**config.mk**
```make
export PLATFORM = sky130hd
export DESIGN_NAME = text_visualize_number_filter
export DESIGN_NICKNAME = d
export VERILOG_FILES = /design/src/design/tvnf_pkg.sv /design/src/design/tvnf_front.sv /design/src/design/tvnf_queue.sv /design/src/design/tvnf_back.sv /design/src/design/text_visualize_number_filter.sv
export SDC_FILE = /design/constraint.sdc
export NUM_CORES = 1
export LEC_CHECK = 0
export BUFFER_PORTS_ARGS = -buffer_cell sky130_fd_sc_hd__clkbuf_2
export CAP_MARGIN = 20
export CORE_MARGIN = 4
export CORE_UTILIZATION = 50
export DETAILED_ROUTE_END_ITERATION = 12
export HOLD_SLACK_MARGIN = 0.1
export PLACE_DENSITY_LB_ADDON = 0.12
export REMOVE_ABC_BUFFERS = 1
export SYNTH_ARGS = -nofsm -noshare
export SYNTH_HDL_FRONTEND = slang
export SYNTH_SLANG_ARGS = --single-unit
```
**constraint.sdc**
```tcl
create_clock -name clk -period 5.5 [get_ports clk]
set_clock_uncertainty 0.2 [all_clocks]
set_input_delay 0.275 -clock clk [delete_from_list [all_inputs] [get_ports clk]]
set_output_delay 0.275 -clock clk [all_outputs]
set_load 0.1 [all_outputs]
```
**src/design/tvnf_pkg.sv**
```systemverilog
`default_nettype none
// ----------------------------------------------------------------------------
// tvnf_pkg
// Shared types and byte constants for the text visualise/number filter.
// ----------------------------------------------------------------------------
package tvnf_pkg;

    // Kind of line prefix carried with an item
    typedef enum logic [1:0] {
        PFX_NONE,
        PFX_NUM,
        PFX_BLANK
    } pfx_t;

    // Classified item handed from the front end to the output serialiser
    typedef struct packed {
        pfx_t            pfx;        // line prefix kind
        logic [1:0]      body_last;  // index of the final body byte
        logic [3:0][7:0] body;       // body bytes, element 0 sent first
    } desc_ctl_t;

    // Byte codes
    localparam logic [7:0] CH_NL     = 8'h0A;
    localparam logic [7:0] CH_TAB    = 8'h09;
    localparam logic [7:0] CH_SPACE  = 8'h20;
    localparam logic [7:0] CH_DOLLAR = 8'h24;
    localparam logic [7:0] CH_CARET  = 8'h5E;
    localparam logic [7:0] CH_UPPERI = 8'h49;
    localparam logic [7:0] CH_UPPERM = 8'h4D;
    localparam logic [7:0] CH_DASH   = 8'h2D;
    localparam logic [7:0] CH_QMARK  = 8'h3F;
    localparam logic [7:0] CH_ZERO   = 8'h30;
    localparam logic [6:0] CH_DEL    = 7'h7F;
    localparam logic [6:0] CTRL_LIMIT = 7'h20;
    localparam logic [6:0] CTRL_SHOW = 7'h40;
    localparam logic [3:0] DIGIT_NINE = 4'd9;

endpackage
`default_nettype wire

```
**src/design/tvnf_front.sv**
```systemverilog
`default_nettype none
// ----------------------------------------------------------------------------
// tvnf_front
// Input stage: takes one byte per cycle while accept is high, tracks line
// start, squeeze state and the decimal line counter, and classifies the byte
// into a prefix kind and up to four body bytes.
// ----------------------------------------------------------------------------
module tvnf_front #(
    parameter int NUMBER_DIGITS = 6
) (
    input  wire                              clk,
    input  wire                              rst_n,
    // configuration
    input  wire                              squeeze_blank,
    input  wire                              number_lines,
    input  wire                              number_nonblank_only,
    input  wire                              show_ends,
    input  wire                              show_tabs,
    input  wire                              show_nonprint,
    // incoming item
    input  wire                              accept,
    input  wire  [7:0]                       in_byte,
    input  wire                              file_start,
    // classified item towards the queue
    output logic                             push,
    output tvnf_pkg::desc_ctl_t              push_ctl,
    output logic [NUMBER_DIGITS-1:0][3:0]    push_digits
);
    import tvnf_pkg::*;

    logic                           at_line_start_reg, at_line_start_next;
    logic                           squeezing_reg, squeezing_next;
    logic [NUMBER_DIGITS-1:0][3:0]  digits_reg, digits_next;

    logic                           ls_eff, sq_eff;
    logic [NUMBER_DIGITS-1:0][3:0]  dig_eff, dig_inc;
    logic                           all_nine, carry;
    logic                           is_nl, is_tab, drop, do_number;
    logic [6:0]                     low7;
    logic                           is_ctrl;
    logic [7:0]                     ctrl_char;

    // file start clears the state before the byte is handled
    assign ls_eff  = file_start | at_line_start_reg;
    assign sq_eff  = ~file_start & squeezing_reg;
    assign dig_eff = file_start ? '0 : digits_reg;

    assign is_nl  = (in_byte == CH_NL);
    assign is_tab = (in_byte == CH_TAB);
    assign drop   = ls_eff & squeeze_blank & is_nl & sq_eff;
    assign do_number = ls_eff & number_lines & (~number_nonblank_only | ~is_nl);

    // saturating decimal increment, digit 0 least significant
    always_comb
    begin
        all_nine = 1'b1;
        carry    = 1'b1;
        dig_inc  = dig_eff;
        for (int i = 0; i < NUMBER_DIGITS; i++)
        begin
            if (dig_eff[i] != DIGIT_NINE)
                all_nine = 1'b0;
        end
        for (int i = 0; i < NUMBER_DIGITS; i++)
        begin
            if (carry)
            begin
                if (dig_eff[i] == DIGIT_NINE)
                    dig_inc[i] = '0;
                else
                begin
                    dig_inc[i] = dig_eff[i] + 4'd1;
                    carry      = 1'b0;
                end
            end
        end
        if (all_nine)
            dig_inc = dig_eff;
    end

    // next line state; a squeezed newline leaves the counter alone
    always_comb
    begin
        at_line_start_next = is_nl;
        squeezing_next     = sq_eff;
        if (ls_eff && squeeze_blank)
            squeezing_next = is_nl;
        digits_next = (do_number && !drop) ? dig_inc : dig_eff;
    end

    assign low7      = in_byte[6:0];
    assign is_ctrl   = (low7 < CTRL_LIMIT) || (low7 == CH_DEL);
    assign ctrl_char = (low7 == CH_DEL) ? CH_QMARK : {1'b0, low7 | CTRL_SHOW};

    // classify the byte
    always_comb
    begin
        push_ctl.body      = '0;
        push_ctl.body_last = 2'd0;
        if (do_number)
            push_ctl.pfx = PFX_NUM;
        else if (ls_eff && number_lines && show_ends)
            push_ctl.pfx = PFX_BLANK;
        else
            push_ctl.pfx = PFX_NONE;

        if (is_nl)
        begin
            if (show_ends)
            begin
                push_ctl.body[0]   = CH_DOLLAR;
                push_ctl.body[1]   = CH_NL;
                push_ctl.body_last = 2'd1;
            end
            else
                push_ctl.body[0] = CH_NL;
        end
        else if (is_tab)
        begin
            if (show_tabs)
            begin
                push_ctl.body[0]   = CH_CARET;
                push_ctl.body[1]   = CH_UPPERI;
                push_ctl.body_last = 2'd1;
            end
            else
                push_ctl.body[0] = CH_TAB;
        end
        else if (show_nonprint)
        begin
            if (in_byte[7])
            begin
                push_ctl.body[0] = CH_UPPERM;
                push_ctl.body[1] = CH_DASH;
                if (is_ctrl)
                begin
                    push_ctl.body[2]   = CH_CARET;
                    push_ctl.body[3]   = ctrl_char;
                    push_ctl.body_last = 2'd3;
                end
                else
                begin
                    push_ctl.body[2]   = {1'b0, low7};
                    push_ctl.body_last = 2'd2;
                end
            end
            else if (is_ctrl)
            begin
                push_ctl.body[0]   = CH_CARET;
                push_ctl.body[1]   = ctrl_char;
                push_ctl.body_last = 2'd1;
            end
            else
                push_ctl.body[0] = in_byte;
        end
        else
            push_ctl.body[0] = in_byte;
    end

    assign push        = accept & ~drop;
    assign push_digits = dig_inc;

    // line state registers
    always_ff @(posedge clk or negedge rst_n)
    begin
        if (!rst_n)
        begin
            at_line_start_reg <= 1'b1;
            squeezing_reg     <= 1'b0;
            digits_reg        <= '0;
        end
        else if (accept)
        begin
            at_line_start_reg <= at_line_start_next;
            squeezing_reg     <= squeezing_next;
            digits_reg        <= digits_next;
        end
    end

endmodule
`default_nettype wire

```
**src/design/tvnf_queue.sv**
```systemverilog
`default_nettype none
// ----------------------------------------------------------------------------
// tvnf_queue
// Two-entry queue of classified items between the front end and the output
// serialiser.
// ----------------------------------------------------------------------------
module tvnf_queue #(
    parameter int NUMBER_DIGITS = 6
) (
    input  wire                              clk,
    input  wire                              rst_n,
    input  wire                              push,
    input  tvnf_pkg::desc_ctl_t              push_ctl,
    input  wire  [NUMBER_DIGITS-1:0][3:0]    push_digits,
    input  wire                              pop,
    output logic                             full,
    output logic                             not_empty,
    output tvnf_pkg::desc_ctl_t              head_ctl,
    output logic [NUMBER_DIGITS-1:0][3:0]    head_digits
);
    import tvnf_pkg::*;

    desc_ctl_t                      ctl_mem [2];
    logic [NUMBER_DIGITS-1:0][3:0]  dig_mem [2];
    logic                           wr_ptr_reg, rd_ptr_reg;
    logic [1:0]                     count_reg;

    assign full        = (count_reg == 2'd2);
    assign not_empty   = (count_reg != 2'd0);
    assign head_ctl    = ctl_mem[rd_ptr_reg];
    assign head_digits = dig_mem[rd_ptr_reg];

    // storage
    always_ff @(posedge clk)
    begin
        if (push)
        begin
            ctl_mem[wr_ptr_reg] <= push_ctl;
            dig_mem[wr_ptr_reg] <= push_digits;
        end
    end

    // pointers and fill count
    always_ff @(posedge clk or negedge rst_n)
    begin
        if (!rst_n)
        begin
            wr_ptr_reg <= 1'b0;
            rd_ptr_reg <= 1'b0;
            count_reg  <= 2'd0;
        end
        else
        begin
            if (push)
                wr_ptr_reg <= ~wr_ptr_reg;
            if (pop)
                rd_ptr_reg <= ~rd_ptr_reg;
            if (push && !pop)
                count_reg <= count_reg + 2'd1;
            else if (pop && !push)
                count_reg <= count_reg - 2'd1;
        end
    end

endmodule
`default_nettype wire

```
**src/design/tvnf_back.sv**
```systemverilog
`default_nettype none
// ----------------------------------------------------------------------------
// tvnf_back
// Output serialiser: walks one queued item byte by byte (number or blank
// prefix, tab, then body) into a registered output stage.
// ----------------------------------------------------------------------------
module tvnf_back #(
    parameter int NUMBER_DIGITS = 6
) (
    input  wire                              clk,
    input  wire                              rst_n,
    input  wire                              q_not_empty,
    input  tvnf_pkg::desc_ctl_t              q_ctl,
    input  wire  [NUMBER_DIGITS-1:0][3:0]    q_digits,
    output logic                             pop,
    output logic                             out_valid,
    input  wire                              out_stall,
    output logic [7:0]                       out_byte,
    output logic                             last_of_run
);
    import tvnf_pkg::*;

    localparam int PW  = $clog2(NUMBER_DIGITS + 5);
    localparam int DIW = (NUMBER_DIGITS > 1) ? $clog2(NUMBER_DIGITS) : 1;
    localparam logic [PW-1:0] TAB_POS  = PW'(NUMBER_DIGITS);
    localparam logic [PW-1:0] BODY_POS = PW'(NUMBER_DIGITS + 1);
    localparam logic [PW-1:0] LSD_POS  = PW'(NUMBER_DIGITS - 1);

    logic                           cur_valid_reg;
    desc_ctl_t                      cur_ctl_reg;
    logic [NUMBER_DIGITS-1:0][3:0]  cur_dig_reg;
    logic [PW-1:0]                  pos_reg;
    logic                           lead_reg;
    logic                           out_valid_reg;
    logic [7:0]                     out_byte_reg;
    logic                           last_reg;

    logic                           byte_go, cur_last;
    logic [PW-1:0]                  dig_sel, body_sel;
    logic [3:0]                     dig;
    logic [7:0]                     byte_next;

    assign byte_go  = cur_valid_reg & (~out_valid_reg | ~out_stall);
    assign body_sel = pos_reg - BODY_POS;
    assign cur_last = (pos_reg == BODY_POS + PW'(cur_ctl_reg.body_last));
    assign pop      = q_not_empty & (~cur_valid_reg | (byte_go & cur_last));

    // digit under the cursor, most significant first
    assign dig_sel = LSD_POS - pos_reg;
    assign dig     = cur_dig_reg[dig_sel[DIW-1:0]];

    // byte at the current position
    always_comb
    begin
        if (pos_reg < TAB_POS)
        begin
            if (cur_ctl_reg.pfx == PFX_NUM && !(lead_reg && dig == 4'd0 && pos_reg != LSD_POS))
                byte_next = CH_ZERO + {4'd0, dig};
            else
                byte_next = CH_SPACE;
        end
        else if (pos_reg == TAB_POS)
            byte_next = CH_TAB;
        else
            byte_next = cur_ctl_reg.body[body_sel[1:0]];
    end

    // cursor over the current item
    always_ff @(posedge clk or negedge rst_n)
    begin
        if (!rst_n)
        begin
            cur_valid_reg <= 1'b0;
            pos_reg       <= '0;
            lead_reg      <= 1'b1;
        end
        else if (pop)
        begin
            cur_valid_reg <= 1'b1;
            pos_reg       <= (q_ctl.pfx == PFX_NONE) ? BODY_POS : '0;
            lead_reg      <= 1'b1;
        end
        else if (byte_go)
        begin
            if (cur_last)
                cur_valid_reg <= 1'b0;
            pos_reg  <= pos_reg + PW'(1);
            lead_reg <= lead_reg & (dig == 4'd0);
        end
    end

    // item payload
    always_ff @(posedge clk)
    begin
        if (pop)
        begin
            cur_ctl_reg <= q_ctl;
            cur_dig_reg <= q_digits;
        end
    end

    // output register
    always_ff @(posedge clk or negedge rst_n)
    begin
        if (!rst_n)
            out_valid_reg <= 1'b0;
        else if (byte_go)
            out_valid_reg <= 1'b1;
        else if (!out_stall)
            out_valid_reg <= 1'b0;
    end

    always_ff @(posedge clk)
    begin
        if (byte_go)
        begin
            out_byte_reg <= byte_next;
            last_reg     <= cur_last;
        end
    end

    assign out_valid   = out_valid_reg;
    assign out_byte    = out_byte_reg;
    assign last_of_run = last_reg;

endmodule
`default_nettype wire

```
**src/design/text_visualize_number_filter.sv**
```systemverilog
`default_nettype none
// ----------------------------------------------------------------------------
// text_visualize_number_filter
// Byte-stream text filter: squeezes blank lines, numbers lines, and shows
// line ends, tabs and nonprinting bytes in visible notation.
// ----------------------------------------------------------------------------
// One input byte is taken per clock while the two-entry item queue has room;
// the serialiser sends the bytes of an item in turn, so an input byte that
// expands to n output bytes (n is 1 to NUMBER_DIGITS + 5) holds it for all
// of them; a squeezed empty line is taken with no output. Plain text flows at
// one byte per cycle while the output is not stalled. With the filter idle,
// an item's first output byte goes from the queue to the serialiser's item
// register and then to its output register, from which it is presented.
// Registers sit at byte addresses 0, 4, ... 20 of the APB port (bit 0 counts);
// the user must write them only while the filter is idle (not enforced).
// ----------------------------------------------------------------------------
module text_visualize_number_filter #(
    parameter int NUMBER_DIGITS = 6
) (
    input  wire         clk,
    input  wire         rst_n,
    // configuration port
    input  wire         psel,
    input  wire         penable,
    input  wire         pwrite,
    input  wire  [4:0]  paddr,
    input  wire  [31:0] pwdata,
    output logic [31:0] prdata,
    output logic        pready,
    // input channel
    input  wire         in_valid,
    output logic        in_stall,
    input  wire  [7:0]  in_byte,
    input  wire         file_start,
    // output channel
    output logic        out_valid,
    input  wire         out_stall,
    output logic [7:0]  out_byte,
    output logic        last_of_run
);
    import tvnf_pkg::*;

    localparam logic [2:0] REG_SQUEEZE  = 3'd0;
    localparam logic [2:0] REG_NUMBER   = 3'd1;
    localparam logic [2:0] REG_NONBLANK = 3'd2;
    localparam logic [2:0] REG_ENDS     = 3'd3;
    localparam logic [2:0] REG_TABS     = 3'd4;
    localparam logic [2:0] REG_NONPRINT = 3'd5;

    logic squeeze_blank_reg, number_lines_reg, number_nonblank_only_reg;
    logic show_ends_reg, show_tabs_reg, show_nonprint_reg;
    logic cfg_write;
    logic [2:0] reg_idx;
    logic rd_bit;

    logic                           accept, push, q_full, q_not_empty, pop;
    desc_ctl_t                      push_ctl, head_ctl;
    logic [NUMBER_DIGITS-1:0][3:0]  push_digits, head_digits;

    // configuration registers
    assign pready    = 1'b1;
    assign reg_idx   = paddr[4:2];
    assign cfg_write = psel & penable & pwrite;

    always_ff @(posedge clk or negedge rst_n)
    begin
        if (!rst_n)
        begin
            squeeze_blank_reg        <= 1'b0;
            number_lines_reg         <= 1'b0;
            number_nonblank_only_reg <= 1'b0;
            show_ends_reg            <= 1'b0;
            show_tabs_reg            <= 1'b0;
            show_nonprint_reg        <= 1'b0;
        end
        else if (cfg_write)
        begin
            unique case (reg_idx)
                REG_SQUEEZE:  squeeze_blank_reg        <= pwdata[0];
                REG_NUMBER:   number_lines_reg         <= pwdata[0];
                REG_NONBLANK: number_nonblank_only_reg <= pwdata[0];
                REG_ENDS:     show_ends_reg            <= pwdata[0];
                REG_TABS:     show_tabs_reg            <= pwdata[0];
                REG_NONPRINT: show_nonprint_reg        <= pwdata[0];
                default:      ;
            endcase
        end
    end

    // register read-back
    always_comb
    begin
        unique case (reg_idx)
            REG_SQUEEZE:  rd_bit = squeeze_blank_reg;
            REG_NUMBER:   rd_bit = number_lines_reg;
            REG_NONBLANK: rd_bit = number_nonblank_only_reg;
            REG_ENDS:     rd_bit = show_ends_reg;
            REG_TABS:     rd_bit = show_tabs_reg;
            REG_NONPRINT: rd_bit = show_nonprint_reg;
            default:      rd_bit = 1'b0;
        endcase
    end
    assign prdata = {31'd0, rd_bit};

    // input transfer
    assign in_stall = q_full;
    assign accept   = in_valid & ~q_full;

    tvnf_front #(
        .NUMBER_DIGITS(NUMBER_DIGITS)
    ) u_front (
        .clk                  (clk),
        .rst_n                (rst_n),
        .squeeze_blank        (squeeze_blank_reg),
        .number_lines         (number_lines_reg),
        .number_nonblank_only (number_nonblank_only_reg),
        .show_ends            (show_ends_reg),
        .show_tabs            (show_tabs_reg),
        .show_nonprint        (show_nonprint_reg),
        .accept               (accept),
        .in_byte              (in_byte),
        .file_start           (file_start),
        .push                 (push),
        .push_ctl             (push_ctl),
        .push_digits          (push_digits)
    );

    tvnf_queue #(
        .NUMBER_DIGITS(NUMBER_DIGITS)
    ) u_queue (
        .clk         (clk),
        .rst_n       (rst_n),
        .push        (push),
        .push_ctl    (push_ctl),
        .push_digits (push_digits),
        .pop         (pop),
        .full        (q_full),
        .not_empty   (q_not_empty),
        .head_ctl    (head_ctl),
        .head_digits (head_digits)
    );

    tvnf_back #(
        .NUMBER_DIGITS(NUMBER_DIGITS)
    ) u_back (
        .clk         (clk),
        .rst_n       (rst_n),
        .q_not_empty (q_not_empty),
        .q_ctl       (head_ctl),
        .q_digits    (head_digits),
        .pop         (pop),
        .out_valid   (out_valid),
        .out_stall   (out_stall),
        .out_byte    (out_byte),
        .last_of_run (last_of_run)
    );

endmodule
`default_nettype wire

```
==> summary.txt, run 1 <==
Route
  – DRT iter0 DRCs: between 300 and 400
  – Via Count: around 6200
  – Remaining antenna violation count after routing: 0
  – Drt pass-1 iters: 5
  – Vias per std cell: 5.59
  – Post-Route WL: approximately 21000 um
  – Post-route DRC: 0
  – Routed WL per cell: roughly 19 um

Placed design
  – Placer Congestion: 0.880
  – # port buffers: 31
  – Place WS: about 2300 ps
  – DPL Wire Length: 14000 um
  – Placed cell count: around 1100
  – Cell area after placement: ~11000 sq um

Synth
  – Yosys reg bits: 223
  – Compound-Gate Fraction of Synth Area: 0.0701
  – Simple-gate share of the synthesized area: 0.131
  – Top FF cell, synth: edfxtp_1
  – Seq/Total Area, Yosys: 0.624
  – Post-synthesis xor/xnor area fraction: 0.0152
  – Mux cell area share after synthesis: 0.107
  – Synth Cell Area: 10400 sq um
  – EDFF count, synth: 180
  – Syn Area/Cell: 13.4 sq um
  – Largest family of logic cells by synthesized area: simple AND/OR/NAND/NOR gates
  – FFs w/ async S/R, synth: 0.193
  – Synth Area in Adders: 0.00603
  – Post-Synthesis Cells: between 700 and 800
  – Ys Warns: 0
  – Number of distinct library cells after synthesis: 77

Power
  – Cell Int Power: 3.77 mW
  – Peak supply drop: about 260 uV
  – Combinational group share of total power: 0.287
  – Pwr dens: between 400 and 500 nW/um^2
  – Pwr Total: 5.63 mW
  – Seq pwr share: 0.443
  – Leakage: approximately 4.4 nW
  – Net Switching: around 1.9 mW
  – Sw Ratio: 0.331
  – Clk network pwr share: 0.271

Clocking
  – Clock Tree Buf Depth: 3
  – Setup bufs post-CTS: 0
  – Clock buffer count from CTS: 24
  – CTS root buffer: clkbuf_16
  – H-tree lvl count: 1
  – Clock Latency Late Sink: between 500 and 600 ps
  – CTS tree: done
  – Clk sinks: between 200 and 250
  – Worst-path clk slew: ~60 ps

Timing
  – Achievable clock frequency: about 0.32 GHz
  – Final worst slack: between 2000 and 2500 ps
  – Final setup violation count: 0
  – Post-layout minimum cycle time: about 3100 ps
  – Period utilization: 0.569
  – Worst-margin pin slew: 894 ps
  – Final Max Tran Viols: 0
  – Unrepaired setup endpoints after global routing: false
  – Worst slew margin: 0.401
  – Fin. Hold Viols: 0
  – Setup TNS: 0 ps
  – Min Hold Slack: 215 ps

Setup path
  – Worst setup SP type: flop
  – WS Path Type: reg -> reg
  – Origin of the worst setup path: u_back.pos_reg[1]$_DFFE_PN0P_
  – Arr. time, crit path: around 3200 ps
  – Critical Path End: u_back.out_byte[4]$_DFFE_PP_
  – CP Max Fanout: 18
  – Type of destination of the critical path: flop
  – WP data required: approximately 5600 ps
  – Worst r2r path cells: 5
  – Reg-to-reg endpoint: u_back.out_byte[4]$_DFFE_PP_
  – R2R Setup Slk: ~2400 ps
  – Worst flop-to-flop path startpoint: u_back.pos_reg[1]$_DFFE_PN0P_

Cells and area
  – Most frequent cells in the layout: 180 x edfxtp_1, 68 x mux2_2, 48 x nor2_1
  – Layout Utilization: 0.575
  – Antenna cells: 0
  – Share of cells above drive strength 1: 0.209
  – Fillcell total: about 1600
  – Footprint of the multi-input gates: roughly 3600 sq um
  – Fin cells: 1118
  – Nets: between 800 and 900
  – Reg area: ~6500 sq um
  – Max reg flops: between 60 and 70
  – Most common cell after layout, fill and taps aside: edfxtp_1
  – Design area: ~12000 sq um
  – Area Overhead vs Synth: 12.5%

Die
  – Io pins: 97
  – FP Rows: 52
  – Die Width: between 150 and 200 um
  – Chip height: roughly 150 um
  – Core Area: just over 20000 sq um
  – Total Die Area: ~23000 sq um
  – Initial Util: 0.511

Run status
  – Outcome: complete, no violations

GRT
  – First-pass GRT wire length: between 30000 and 40000 um
  – Largest net degree at the start of global routing: between 60 and 70
  – Total GRT Usage: 0.178
  – Antenna violations before repair: 0
  – Vias in the first global route: 6335
  – Grt ovf: 0

Run
  – Max_cap viols: 0

Hold path
  – Hold Crit Class: in -> async
logic make-up after synthesis:
kind of cell    after synthesis
fa+ha+maj                     5
other cells                   2
mux                          97
buf+inv                      88
compound gates              106
xor+xnor                     18
flops                       223
simple gates                238
metal layers:
layer  GRT usage  wire [um]  up-vias
met5           0          0        -
met4      0.0377        243        0
met3      0.0228       1100       20
met2       0.287       9730      181
met1       0.263       9720     3094
li1            -          -     2951
how the worst min path moves through the flow:
stage / start / end / slack (ps) / depth (start not counted)
detailed placement: rst_n / u_back.pos_reg[2]$_DFFE_PN0P_ / 220 / 2
floorplan: rst_n / number_lines_reg$_DFFE_PN0P_ / -220 / 0
CTS: rst_n / u_back.pos_reg[2]$_DFFE_PN0P_ / 220 / 3
global route: rst_n / u_back.pos_reg[0]$_DFFE_PN0P_ / 260 / 3
global placement: rst_n / u_back.pos_reg[3]$_DFFE_PN0P_ / 220 / 2
finish: rst_n / u_back.pos_reg[3]$_DFFE_PN0P_ / 220 / 3
synth_stat cells (all sizes together) (6+ instances only):
cell type  number  share of area
xnor2           9         0.0076
buf            45          0.030
nor3           18         0.0096
o21ai          18         0.0087
nand3          29          0.014
clkbuf         20         0.0074
nand2          44          0.016
o22ai           8         0.0054
inv            23         0.0083
nand2b         10         0.0060
edfxtp        180           0.52
a21o            9         0.0066
nor2           49          0.018
nor2b          15         0.0090
mux2           68          0.074
dfrtp          41          0.099
mux2i          25          0.024
nand4          10         0.0066
nor4           12          0.010
a21oi          26          0.013
xor2            9         0.0076
and2            6         0.0036
and3           10         0.0060
critical path, cell delays in order (launching register included):
cell and delay (ps):
dfrtp_1 850, inv_1 140, ha_1 760, mux4_2 420
nor2b_1 140, or3_1 360
what timing repair did:
action                     4_1_cts  5_1_grt
hold endpoints to repair        95        0
resized for setup                0        0
hold buffers                    24        0
setup endpoints to repair        0        0
power by group through the flow:
stage | registers, mW | logic, mW | clock network, mW
final | 2.49 | 1.61 | 1.52
after global routing | 2.53 | 1.74 | 1.65
after CTS | 2.50 | 1.63 | 1.56
after detailed placement | 2.53 | 1.61 | 0
after global placement | 2.51 | 1.59 | 0
after floorplan | 2.73 | 0.987 | 0
layout make-up:
type / instances / area share
flip-flops and latches: 223 / 0.555
multi-input cells: 496 / 0.304
clock buffers: 38 / 0.0602
repair buffers: 62 / 0.0384
well taps: 270 / 0.0289
inverters: 23 / 0.00739
clock inverters: 6 / 0.00546
Note: power is estimated with default switching activity, not from simulation.
==> run 2, diff against run 1 <==
clock period = 2.79 ns   (was 5.5 ns; I/O delays follow)
==> run 2 against run 1 <==
  * Utilization is 1.2 points higher
  * Combinational power up 110%
  * Sequential power up 93%
  * Flip-flop and latch count did not move
  * Setup slack worse by 2300 ps
  * Cell count is 2.4% higher
  * Global-route usage increased by 0.21 points
  * Total power is 98% higher
  * Non-clock buffer count is 30 higher
  * Critical endpoint is now u_front.digits_reg[20]$_DFFE_PN0N_
  * Largest cell class unchanged
  * Largest power group unchanged
  * Highest routed layer unchanged
==> summary.txt, run 2 (synthesis gave the netlist of run 1 again) <==
Cells and area
  – Layout Utilization: 0.587
  – Reg area: between 6000 and 7000 sq um
  – Footprint of the multi-input gates: between 3000 and 4000 sq um
  – Most common cell after layout, fill and taps aside: edfxtp_1
  – Nets: roughly 920
  – Antenna cells: 0
  – Fin cells: 1145
  – Share of cells above drive strength 1: 0.235
  – Fillcell total: between 1500 and 2000
  – Area Overhead vs Synth: 14.8%
  – Max reg flops: 66
  – Most frequent cells in the layout: 180 x edfxtp_1, 68 x mux2_2, 48 x nor2_1

Setup path
  – WS Path Type: in -> reg
  – WP data required: just under 3000 ps
  – CP Max Fanout: 17
  – Origin of the worst setup path: in_byte[0]
  – Critical Path End: u_front.digits_reg[20]$_DFFE_PN0N_
  – Type of destination of the critical path: flop
  – R2R Setup Slk: between 300 and 400 ps
  – Worst r2r path cells: 5
  – Arr. time, crit path: about 2900 ps
  – Worst setup SP type: primary input
  – Worst flop-to-flop path startpoint: u_front.digits_reg[17]$_DFFE_PN0N_
  – Reg-to-reg endpoint: u_queue.dig_mem[0][7]$_DFFE_PP_

Timing
  – Worst-margin pin slew: 870 ps
  – Min Hold Slack: 101 ps
  – Worst slew margin: 0.420
  – Period utilization: 0.962
  – Achievable clock frequency: between 0.3 and 0.4 GHz
  – Final setup violation count: 0
  – Setup TNS: 0 ps
  – Final Max Tran Viols: 0
  – Post-layout minimum cycle time: 2690 ps
  – Unrepaired setup endpoints after global routing: false
  – Fin. Hold Viols: 0

Power
  – Peak supply drop: about 420 uV
  – Net Switching: 3.71 mW
  – Sw Ratio: 0.333
  – Cell Int Power: between 7 and 8 mW
  – Clk network pwr share: 0.260
  – Pwr dens: between 900 and 1000 nW/um^2
  – Leakage: approximately 4.5 nW
  – Combinational group share of total power: 0.309
  – Seq pwr share: 0.431
  – Pwr Total: 11.2 mW

Die
  – FP Rows: 52
  – Io pins: 97
  – Total Die Area: around 23000 sq um
  – Chip height: approximately 150 um
  – Die Width: about 150 um
  – Initial Util: 0.511
  – Core Area: 20300 sq um

Placed design
  – Placed cell count: approximately 1100
  – # port buffers: 31
  – DPL Wire Length: 14600 um
  – Placer Congestion: just under 0.9

GRT
  – M2 GR Usage: 0.283
  – Vias in the first global route: around 6300
  – Largest net degree at the start of global routing: 64
  – Grt ovf: 0
  – Grt met3 use: 0.0239
  – First-pass GRT wire length: 33900 um
  – GRT Max-Usage Layer: met2
  – Antenna violations before repair: 0
  – Total GRT Usage: 0.180
  – M1 GR Usage: 0.269

Clocking
  – Worst-path clk slew: about 60 ps
  – Clock buffer count from CTS: 23
  – CTS tree: done
  – Clk sinks: roughly 220
  – Setup bufs post-CTS: 0
  – Clock Tree Buf Depth: 3
  – H-tree lvl count: 1
  – Post_cts resized: 0
  – Clock Latency Late Sink: 490 ps
  – CTS root buffer: clkbuf_16
  – Post-cts hold buffer count: 28

Run status
  – Outcome: complete, no violations

Route
  – Drt pass-1 iters: 5
  – Post-route DRC: 0
  – Via Count: between 6000 and 7000
  – Post-Route WL: ~21000 um
  – DRT iter0 DRCs: roughly 330
  – Vias per std cell: approximately 5.5
  – Remaining antenna violation count after routing: 0
  – Routed WL per cell: 18.4 um

Hold path
  – Hold Crit Class: in -> async

Run
  – Max_cap viols: 0
run 2: changes by cell type in the layout (fill, tap and decap cells not counted), moves of 2 or more:
cell           delta
buf_4            +22
buf_12            +4
clkbuf_1          -4
dlygate4sd3_1     +4
clkinv_2          +3
clkinvlp_4        +3
clkinv_1          -2
run 2: worst min-delay path by stage:
stage                     startpoint                                  to  cells after the start
final                          rst_n  u_front.digits_reg[18]$_DFFE_PN0N_                      2
after global routing           rst_n  u_front.digits_reg[23]$_DFFE_PN0N_                      2
after CTS                      rst_n  u_front.digits_reg[22]$_DFFE_PN0N_                      2
after detailed placement       rst_n      u_queue.rd_ptr_reg$_DFFE_PN0P_                      1
after global placement         rst_n      u_queue.rd_ptr_reg$_DFFE_PN0P_                      1
after floorplan                rst_n        number_lines_reg$_DFFE_PN0P_                      0
run 2: area by class of cell:
type | count | share of cell area
tap | 270 | 0.0283
sequential | 223 | 0.544
clock inverter | 9 | 0.00651
multi-input combinational | 496 | 0.298
inverter | 23 | 0.00724
timing repair buffer | 92 | 0.0615
clock buffer | 32 | 0.0545
run 2: routing by layer:
metal | part of all wire | vias to the layer above | routed length, um
li1 | - | 3010 | -
met1 | 0.48 | 3097 | 10000
met2 | 0.45 | 193 | 9570
met3 | 0.053 | 27 | 1120
met4 | 0.017 | 0 | 357
met5 | 0 | - | 0
run 2: worst max-delay path, cell delays in order:
cell and delay, ps:
dlygate4sd3_1 530, clkbuf_2 180, nor4_2 350, dlygate4sd3_1 620
buf_4 120, o211ai_1 120, nand3_1 110, buf_4 250
nor4_1 80, or3_1 340
run 2: power by group through the flow:
| stage | clock network, mW | logic [mW] | registers [mW] |
|---|---|---|---|
| floorplan | 0 | 1.95 | 5.38 |
| global placement | 0 | 3.41 | 4.85 |
| detailed placement | 0 | 3.44 | 4.88 |
| CTS | 2.99 | 3.48 | 4.82 |
| global route | 3.13 | 3.72 | 4.88 |
| finish | 2.91 | 3.45 | 4.81 |
run 2: stage by stage:
stage | cell area (sq um) | setup WS [ps]
final | 11900 | 105
after detailed placement | 10900 | 392
after global routing | 11900 | 6.56
after global placement | 10900 | 412
after CTS | 11900 | 152
after floorplan | 10100 | -1260
==> run 3, diff against run 2 <==
CELL_PAD_IN_SITES_DETAIL_PLACEMENT = 2   (was unset)
CELL_PAD_IN_SITES_GLOBAL_PLACEMENT = 2   (was unset)
CORE_UTILIZATION = 38   (was 50)
==> run 3 against run 2 <==
  * First-iteration DRC count rose by 4.6%
  * Design area up 2.1%
  * Total power up 6.3%
  * Sequential share of layout area decreased by 1.1 points
  * Largest cell class unchanged
  * Highest routed layer unchanged
==> summary.txt, run 3 (synthesis gave the netlist of run 1 again) <==
Cells and area
  – Fillcell total: about 2600
  – Design area: approximately 12000 sq um
  – Max reg flops: 66
  – Reg area: ~6500 sq um
  – Footprint of the multi-input gates: between 3000 and 4000 sq um
  – Area Overhead vs Synth: 17.2%
  – Nets: 923
  – Most common cell after layout, fill and taps aside: edfxtp_1
  – Share of cells above drive strength 1: 0.241
  – Most frequent cells in the layout: 180 x edfxtp_1, 68 x mux2_2, 48 x nor2_1

GRT
  – Antenna violations before repair: 0
  – Total GRT Usage: 0.188
  – Vias in the first global route: about 7400
  – Grt ovf: 0
  – First-pass GRT wire length: approximately 45000 um
  – Largest net degree at the start of global routing: between 50 and 60

Timing
  – Worst slew margin: 0.479
  – Unrepaired setup endpoints after global routing: false
  – Final setup violation count: 0
  – Min Hold Slack: around 260 ps
  – Fin. Hold Viols: 0
  – Period utilization: 0.943
  – Post-layout minimum cycle time: around 2600 ps
  – Achievable clock frequency: approximately 0.38 GHz
  – Final Max Tran Viols: 0
  – Worst-margin pin slew: 774 ps

Route
  – DRT iter0 DRCs: ~340
  – Via Count: 6510
  – M1 WL: 13200 um
  – Post-route DRC: 0
  – Wire length on met2: approximately 14000 um
  – Drt pass-1 iters: 4
  – Vias per std cell: approximately 5.3
  – Post-Route WL: roughly 28000 um
  – Remaining antenna violation count after routing: 0
  – Routed WL per cell: 23.1 um
  – WL met3: 1060 um
  – Top Metal Used: met4

Setup path
  – WP data required: about 2800 ps
  – Worst setup SP type: flop
  – Worst flop-to-flop path startpoint: u_front.digits_reg[2]$_DFFE_PN0N_
  – Origin of the worst setup path: u_front.digits_reg[2]$_DFFE_PN0N_
  – Arr. time, crit path: about 2700 ps
  – Type of destination of the critical path: flop
  – WS Path Type: reg -> reg
  – CP Max Fanout: 7

Run
  – Max_cap viols: 0

Hold path
  – Hold path start: pwdata[0]
  – Hold Crit Class: in -> reg

Clocking
  – CTS tree: done
  – Post-cts hold buffer count: 26
  – Clock buffer count from CTS: 26
  – Clk sinks: 223
  – Clock Tree Buf Depth: 3
  – H-tree lvl count: 1
  – CTS root buffer: clkbuf_16
  – Setup bufs post-CTS: 0
  – Worst-path clk slew: 60 ps
  – Clock Latency Late Sink: approximately 540 ps
  – Post_cts resized: 0

Die
  – Core Area: approximately 27000 sq um
  – Initial Util: 0.385
  – Io pins: a little under 100
  – Total Die Area: 30000 sq um
  – FP Rows: 60
  – Chip height: 173 um
  – Die Width: approximately 170 um

Placed design
  – Cell area after placement: approximately 11000 sq um
  – DPL Wire Length: about 19000 um
  – # port buffers: 31
  – Placer Congestion: a little under 0.8

Run status
  – Outcome: complete, no violations

Power
  – Leakage: 4.62 nW
  – Pwr dens: approximately 1000 nW/um^2
  – Pwr Total: approximately 12 mW
  – Peak supply drop: around 440 uV
[run 3: cell types whose count changed in the layout (fill, tap and decap cells not counted), sizes merged]
| cell | before | now |
|---|---|---|
| clkbuf | 63 | 61 |
| dlygate4sd3 | 28 | 25 |
| buf | 33 | 39 |
| bufinv | 1 | 3 |
| diode | 0 | 1 |
| clkinv | 5 | 10 |
[run 3: worst max-delay path, cell delays in order, from the launching register on]
cell	delay [ps]
dfrtp_1	450
and4bb_2	460
nand3_1	310
or3_1	440
a21oi_1	490
[run 3: worst paths after layout]
path,end,slack (ps),cells after the start
worst max-delay path,u_queue.dig_mem[1][10]$_DFFE_PP_,160,4
worst min-delay path,squeeze_blank_reg$_DFFE_PN0P_,260,3
worst max register to register,u_queue.dig_mem[1][10]$_DFFE_PP_,160,4
worst min register to register,u_queue.count_reg[1]$_DFFE_PN0P_,320,1
max in group asynchronous,u_front.at_line_start_reg$_DFFE_PN1N_,1450,4
min in group asynchronous,u_back.lead_reg$_DFFE_PN1P_,630,3
[run 3: power breakdown]
| group | switching [mW] | internal [mW] | total [mW] |
|---|---|---|---|
| Combinational | 2.38 | 1.27 | 3.65 |
| Clock | 1.37 | 1.98 | 3.35 |
| Sequential | 0.362 | 4.50 | 4.87 |
| Total | 4.11 | 7.75 | 11.9 |
[run 3: final cells by class]
type                            count  area share
Sequential cell                   223       0.533
Multi-Input combinational cell    496       0.292
Timing Repair Buffer               95      0.0645
Clock buffer                       30      0.0547
Tap cell                          341      0.0350
Clock inverter                     16      0.0138
Inverter                           23     0.00709
Antenna cell                        1    0.000206
[run 3: per-stage QoR]
step                      TNS, ps   util  cells  setup slack (ps)
after floorplan           -118690      -    742             -1260
after global placement          0  0.411   1152               310
after detailed placement        0  0.411   1152               231
after CTS                       0  0.452   1224               227
after global routing            0  0.452   1224              46.1
final                           0  0.452   1225               159
[run 3: routing by layer]
layer  GRT usage  vias up
li1            -     3027
met1       0.266     3332
met2       0.313      121
met3      0.0275       30
met4      0.0353        0
met5           0        -
